$ cat src/design/ptwm_pkg.sv
// ptwm_pkg: shared constants, types and codes for the page table walk and map unit.
// No dependencies; imported by ptwm_entry_unit and the top level.
`default_nettype none

package ptwm_pkg;

  // Pool geometry
  localparam int TABLE_COUNT = 64;
  localparam int ENTRY_COUNT = 512;
  localparam int IDX_W       = $clog2(ENTRY_COUNT);
  localparam int TBL_W       = $clog2(TABLE_COUNT);
  localparam int NFREE_W     = $clog2(TABLE_COUNT + 1);
  localparam int STORE_DEPTH = TABLE_COUNT * ENTRY_COUNT;
  localparam int ADDR_W      = TBL_W + IDX_W;

  localparam int ENTRY_W = 64;
  localparam int FRAME_W = 40;
  localparam int VA_W    = 48;
  localparam int PA_W    = 52;
  localparam int PAGE_SHIFT = 12;

  localparam logic [ENTRY_W-1:0] KEEP_MASK    = 64'hfff0_0000_0000_0fff;
  localparam logic [ENTRY_W-1:0] BIT_PRESENT  = 64'h1;
  localparam logic [ENTRY_W-1:0] BIT_WRITABLE = 64'h2;

  // Result status codes
  localparam logic [1:0] ST_OK          = 2'd0;
  localparam logic [1:0] ST_NOT_PRESENT = 2'd1;
  localparam logic [1:0] ST_POOL_EMPTY  = 2'd2;

  localparam logic [1:0] LEVEL_ROOT = 2'd0;
  localparam logic [1:0] LEVEL_LEAF = 2'd3;

  // Mode codes
  localparam logic MODE_MAP    = 1'b0;
  localparam logic MODE_LOOKUP = 1'b1;

  // Configuration register indexes
  localparam logic REG_POOL_BASE = 1'b0;

  // Entry decode result from the shared entry unit
  typedef struct packed {
    logic             present;
    logic [TBL_W-1:0] tbl;
  } link_t;

endpackage

`default_nettype wire

$ cat src/design/ptwm_entry_unit.sv
// ptwm_entry_unit: shared entry decoder and merger used at every walk level.
// Depends on ptwm_pkg.
`default_nettype none

module ptwm_entry_unit import ptwm_pkg::*; (
  input  wire logic [ENTRY_W-1:0] entry_i,
  input  wire logic [FRAME_W-1:0] base_i,
  input  wire logic [NFREE_W-1:0] next_free_i,
  input  wire logic               is_leaf_i,
  input  wire logic [FRAME_W-1:0] leaf_frame_i,
  input  wire logic [ENTRY_W-1:0] leaf_flags_i,
  output link_t                   link_o,
  output logic      [ENTRY_W-1:0] merged_o
);

  logic [FRAME_W-1:0] ent_frame;
  logic [FRAME_W-1:0] rel;
  logic [FRAME_W-1:0] alloc_frame;
  logic [FRAME_W-1:0] new_frame;
  logic [ENTRY_W-1:0] new_flags;

  // Pointer check: present bit and frame inside the handed-out part of the pool
  assign ent_frame      = entry_i[PAGE_SHIFT +: FRAME_W];
  assign rel            = ent_frame - base_i;
  assign link_o.present = entry_i[0] && (rel < FRAME_W'(next_free_i));
  assign link_o.tbl     = rel[TBL_W-1:0];

  // Frame for a freshly allocated table, or the mapped frame at the leaf
  assign alloc_frame = base_i + FRAME_W'(next_free_i);
  assign new_frame   = is_leaf_i ? leaf_frame_i : alloc_frame;
  assign new_flags   = is_leaf_i ? leaf_flags_i : (BIT_PRESENT | BIT_WRITABLE);

  assign merged_o = (entry_i & KEEP_MASK)
                  | {12'h000, new_frame, 12'h000}
                  | new_flags;

endmodule

`default_nettype wire

$ cat config.mk
export PLATFORM = sky130hd
export DESIGN_NAME = ptwm_entry_unit
export DESIGN_NICKNAME = d
export VERILOG_FILES = /design/src/design/ptwm_pkg.sv /design/src/design/ptwm_entry_unit.sv
export SDC_FILE = /design/constraint.sdc
export NUM_CORES = 1
export LEC_CHECK = 0
export CORE_UTILIZATION = 30
export DETAILED_ROUTE_END_ITERATION = 10
export DONT_BUFFER_PORTS = 1
export GPL_TIMING_DRIVEN = 0
export PLACE_DENSITY = 0.45
export SETUP_SLACK_MARGIN = 0.2
export SKIP_LAST_GASP = 1
export SYNTH_ARGS = -nofsm -noshare
export SYNTH_HDL_FRONTEND = slang
export SYNTH_SLANG_ARGS = --single-unit
$ cat constraint.sdc
create_clock -name vclk -period 5.38
set_clock_uncertainty 0.2 [all_clocks]
set_input_delay 1.076 -clock vclk [all_inputs]
set_output_delay 1.076 -clock vclk [all_outputs]
set_load 0.02 [all_outputs]
==> results of run 1 <==
==> layout by cell type (no fill, tap or decap), drive strengths merged, types with 5 or more instances in the layout <==
cell type	n
a211oi	11
a21o	36
a21oi	83
a31oi	8
and2	5
and3	8
buf	13
clkbuf	24
ha	52
inv	64
mux2i	6
nand2	46
nand2b	9
nand3	25
nand4	12
nor2	49
nor2b	5
nor3	34
nor4	8
o2111ai	6
o211ai	6
o21a	13
o21ai	37
o31ai	5
xnor2	49
xor2	6
==> final cells by class <==
type	count	area (sq um)
antenna	3	7.51
timing repair buffer	5	37.5
buffer	32	194
fill	1561	9200
tap	180	225
multi-input combinational	572	4080
inverter	64	248
==> critical path: cells and delay by family <==
family                     cells  cell delay, ps
AOI/OAI and AO/OA              4             600
buffers and inverters          1              10
adders and majority gates      3             730
and+or+nand+nor                9            1840
xor gates and xnor gates       1             180
==> how the worst max path moves through the flow <==
stage	startpoint	to
finish	entry_i[12]	link_o[6]
global route	entry_i[12]	link_o[6]
CTS	entry_i[12]	link_o[6]
detailed placement	base_i[4]	link_o[6]
global placement	base_i[4]	link_o[6]
floorplan	entry_i[12]	link_o[6]
==> through the flow <==
step	instance area [sq um]	utilization	cells	setup slack [ps]	power, W
after floorplan	4430	-	668	103	0.000449
after global routing	4790	0.343	856	-583	0.000657
final	4790	0.343	856	-373	0.000603
after detailed placement	4660	0.333	848	-591	0.000572
after global placement	4660	0.333	848	-469	0.000569
after CTS	4690	0.335	849	-503	0.000578
==> layer usage <==
layer / up-vias / GRT usage
li1: 2452 / -
met1: 2448 / 0.328
met2: 282 / 0.466
met3: 48 / 0.0730
met4: 0 / 0.0892
met5: - / 0
==> where the power goes <==
part | switching (W) | leakage [nW] | total [W] | internal [W]
registers | 0 | 0 | 0 | 0
clock network | 0 | 0.0000190 | 0.0000000000754 | 0.0000000000753
logic | 0.000384 | 2.01 | 0.000603 | 0.000219
==> timing repair <==
item / CTS / global route
setup buffers: 1 / 4
pin swaps: 3 / 10
endpoints found under the setup margin: 7 / 11
gates resized for setup: 5 / 13
==> logic make-up after synthesis <==
family          synth area share
mux                       0.0164
compound gates             0.356
simple gates               0.257
xor+xnor                   0.111
fa+ha+maj                  0.159
buf+inv                    0.100
==> metrics.cfg, run 1 <==
[global_route]
grt_pass1_wl_mm=30.0
grt_max_degree=11
overflow=0
antenna_found_initial=3
first_global_vias=4870
grt_usage=0.273

[floorplan]
dieHeight_um=122
fp.dieW_um=122
rows=43
start_util=0.310
io-pin-count=287
core_sq_um=14000
dieArea_sq_um=15000

[drt]
antenna_left=0
wl_met3_mm=2.10
dr_total_vias=5230
viasPerCell=6.11
wl_met1_mm=8.44
drtPass1Iterations=5
drc=0
wl_per_cell_um=25.5
routed_wl_mm=21.8
top_layer=met4
wl_met2_mm=10.5
drtIter0Drc=471

[yosys]
yosysTopAreaCell=ha_1
synth.most_common_cell=a21oi_1
syn_avg_cell_area_sq_um=6.50
synth_common_cells=a21oi_1, inv_1, ha_1
synth-seq-area-share=0
syn_nets=938
yosys_warnings=0
synthesis.area_sq_um=4340
synth_area_leaders=ha_1, xnor2_1, a21oi_1, a21o_1, inv_1
yosysUniqueCellTypes=73
syn_inst=668
synth_top_cell_area_share=0.150

[worst_hold_path]
holdCritStartpoint=entry_i[63]
holdCritPathClass=in2out
whs_path_depth=1
holdPathEnd=merged_o[63]

[worst_setup_path]
worstPathCellList=inv_8 > ha_4 > fa_2 > and2b_2 > o21a_1 > nor2_2 > xnor2_4 > ha_2 > a21oi_2 > o22ai_2 > a2111oi_2 > and4bb_1 > nand3_1 > and4b_1 > nand4_1 > nor4_2 > nand4_1 > nor4_4
crit_fanout=2
cpPeakStageDelay_ps=360
worst_path_most_repeated_cell=nand4_1
crit_path_top_delay_cell=fa_2
arrival_ps=4480
critPathLaunchType=primary input
crit_required_ps=4100
end_kind=output port
critPathKind=in2out

[final_layout]
seq_area_sq_um=0
finalNetCount=945
final_layout_size_suffix_gt1_frac=0.0936
clkbuf_count=0
areaGrowthSynthToFinish_pct=10.4
design.seq.count=0

[sta]
slew_violations=0
final.setup.tns_ps=-373
relSlewSlack=0.405
hold_ws_ps=2120
fmax_mhz=174
fin_crit_ps=5750
setup_violations=1
setup_ws_ps=-373
hold_viol=0
tightest_slew_ps=884
rsz0062_at_grt=true
fin_crit_sh=1.07

[power_and_ir_drop]
peakVddDrop_mv=0.0352
p_leak_nw=2.01
powerDensity_nw_per_um2=126

[run]
maxCapViolCount=0

[run_status]
status=finished, violations left
violations=negative setup slack

[placement]
hpwl_mm=19.5
gp_congestion=0.894
numPortBuffers=0

[clocking]
hold_buffers=0

(Power assumes the default switching activity.)
==> inputs of run 2 (changes only) <==
--- a/config.mk
+++ b/config.mk
@@ -5,11 +5,13 @@
 export SDC_FILE = /design/constraint.sdc
 export NUM_CORES = 1
 export LEC_CHECK = 0
+export CELL_PAD_IN_SITES_DETAIL_PLACEMENT = 1
+export CELL_PAD_IN_SITES_GLOBAL_PLACEMENT = 1
 export CORE_UTILIZATION = 30
 export DETAILED_ROUTE_END_ITERATION = 10
 export DONT_BUFFER_PORTS = 1
 export GPL_TIMING_DRIVEN = 0
-export PLACE_DENSITY = 0.45
+export PLACE_DENSITY = 0.64
 export SETUP_SLACK_MARGIN = 0.2
 export SKIP_LAST_GASP = 1
 export SYNTH_ARGS = -nofsm -noshare
==> run 2 against run 1 <==
Effect of this change:
- the run still ends with negative setup slack left
- worst setup slack got worse by 78 ps
- clock-buffer cell count did not move
- routed wire length rose by 4.7%
- sequential share of layout area did not move
- maximum frequency fell by 1.3%
- critical path type unchanged
- cell count did not move
- core utilization fell by 0.25 points
- total power fell by 1.4%
- combinational power fell by 1%
- flip-flop and latch count did not move
- hold slack barely moved
- first-iteration DRC count fell by 21%
==> metrics.cfg, run 2 (synthesis gave the netlist of run 1 again) <==
[floorplan]
start_util=0.310  ; unchanged
dieArea_sq_um=15000  ; unchanged
dieHeight_um=122  ; unchanged
core_sq_um=14000  ; unchanged
rows=43  ; unchanged
fp.dieW_um=122  ; unchanged
io-pin-count=287  ; unchanged

[sta]
tightest_slew_ps=857  ; was 884 ps
relSlewSlack=0.422  ; was 0.405
fin_crit_sh=1.08  ; was 1.07
final.setup.tns_ps=-451  ; was -373 ps
setup_violations=1  ; unchanged
fin_crit_ps=5830  ; was 5750 ps
slew_violations=0  ; unchanged
setup_ws_ps=-451  ; was -373 ps
fmax_mhz=172  ; was 174 MHz
hold_viol=0  ; unchanged
rsz0062_at_grt=true  ; unchanged

[placement]
numPortBuffers=0  ; unchanged
placedCellCount=848  ; unchanged
dpl_worst_slack_ps=-560  ; was -591 ps
gp_congestion=0.925  ; was 0.894
hpwl_mm=20.5  ; was 19.5 mm

[drt]
wl_met3_mm=2.18  ; was 2.10 mm
drc=0  ; unchanged
routed_wl_mm=22.9  ; was 21.8 mm
antenna_left=0  ; unchanged
wl_per_cell_um=26.7  ; was 25.5 um
drtIter0Drc=370  ; was 471
dr_total_vias=5224  ; was 5230
wl_met1_mm=8.26  ; was 8.44 mm
drtPass1Iterations=4  ; was 5
top_layer=met4  ; unchanged
wl_met2_mm=11.8  ; was 10.5 mm
viasPerCell=6.10  ; was 6.11

[worst_setup_path]
critPathLaunchType=primary input  ; unchanged
crit_required_ps=4100  ; about the same
end_kind=output port  ; unchanged
arrival_ps=4550  ; was 4480 ps
critPathKind=in2out  ; unchanged
crit_fanout=3  ; was 2

[power_and_ir_drop]
p_total_w=0.000595  ; was 0.000603 W
powerDensity_nw_per_um2=125  ; was 126 nW/um^2
peakVddDrop_mv=0.0452  ; was 0.0352 mV
p_leak_nw=2.00  ; was 2.01 nW

[final_layout]
seq_area_sq_um=0  ; unchanged
final_cell_mix=a21oi_1, inv_1, xnor2_1, ha_1, nand2_1  ; was a21oi_1, inv_1, xnor2_1, ha_1, nor2_1
nFillCells=1803  ; was 1561
layout_commonest_cell=a21oi_1  ; unchanged
clkbuf_count=0  ; unchanged
fin_cells=856  ; unchanged
final_layout_size_suffix_gt1_frac=0.0912  ; was 0.0936
areaGrowthSynthToFinish_pct=9.63  ; was 10.4%
multi_input_area_sq_um=4070  ; was 4080 sq um
fin_util=0.340  ; was 0.343
finalNetCount=941  ; was 945
design.seq.count=0  ; unchanged

[worst_hold_path]
holdCritStartpoint=entry_i[9]  ; was entry_i[63]
holdCritPathClass=in2out  ; unchanged
holdPathEnd=merged_o[9]  ; was merged_o[63]
whs_path_depth=1  ; unchanged

[global_route]
grt_pass1_wl_mm=31.8  ; was 30.0 mm
grt_usage=0.288  ; was 0.273
first_global_vias=5279  ; was 4870
overflow=0  ; unchanged
grt_max_degree=11  ; unchanged
antenna_found_initial=5  ; was 3

[run]
maxCapViolCount=0  ; unchanged

[clocking]
hold_buffers=0  ; unchanged

[run_status]
violations=negative setup slack  ; unchanged
status=finished, violations left  ; unchanged

-- run 2: power by group --
| group | internal [W] | switching [W] |
|---|---|---|
| clock | 0.000000000177 | 0 |
| combinational | 0.000210 | 0.000384 |
| sequential | 0 | 0 |
| total | 0.000210 | 0.000384 |
-- run 2: worst max path at each step --
stage,startpoint,endpoint,slack [ps],cells past startpoint
floorplan,entry_i[12],link_o[6],100,18
global placement,base_i[4],link_o[6],-480,17
detailed placement,base_i[4],link_o[6],-560,17
CTS,base_i[4],link_o[6],-550,17
global route,entry_i[12],link_o[6],-610,18
finish,entry_i[12],link_o[6],-450,18
-- run 2: final cells by class --
cell class	instances	area share
antenna	7	0.00368
buffer	32	0.0408
inverter	64	0.0521
multi-input combinational	572	0.855
tap	180	0.0473
timing repair buffer	1	0.00158
-- run 2: what timing repair did --
| item | CTS | global route |
|---|---|---|
| hold endpoints to repair | 0 | 0 |
| gates resized for setup | 4 | 16 |
| buffers inserted | 0 | 1 |
| endpoints found under the setup margin | 12 | 22 |
| pin swaps | 1 | 4 |
-- run 2: layer usage --
layer	track usage	up-vias
met5	0	-
met4	0.117	0
met3	0.0730	27
met2	0.520	217
met1	0.318	2535
li1	-	2445
-- run 2: critical path, stage by stage --
cell and delay [ps]:
inv_8 10, ha_4 150, fa_2 360, and2b_1 230
o2111ai_2 190, nand2_1 140, xor2_1 160, ha_1 280
inv_1 70, o22ai_1 100, a2111oi_2 230, and4bb_1 250
nand3_1 80, and4b_1 260, nand4_1 80, nor4_1 230
nand4_1 210, nor4_4 450
-- run 2: stage by stage --
step	instance area, sq um	hold slack, ps
after floorplan	4430	2110
after global placement	4660	2120
after detailed placement	4660	2120
after CTS	4670	2120
after global routing	4750	2130
final	4760	2120
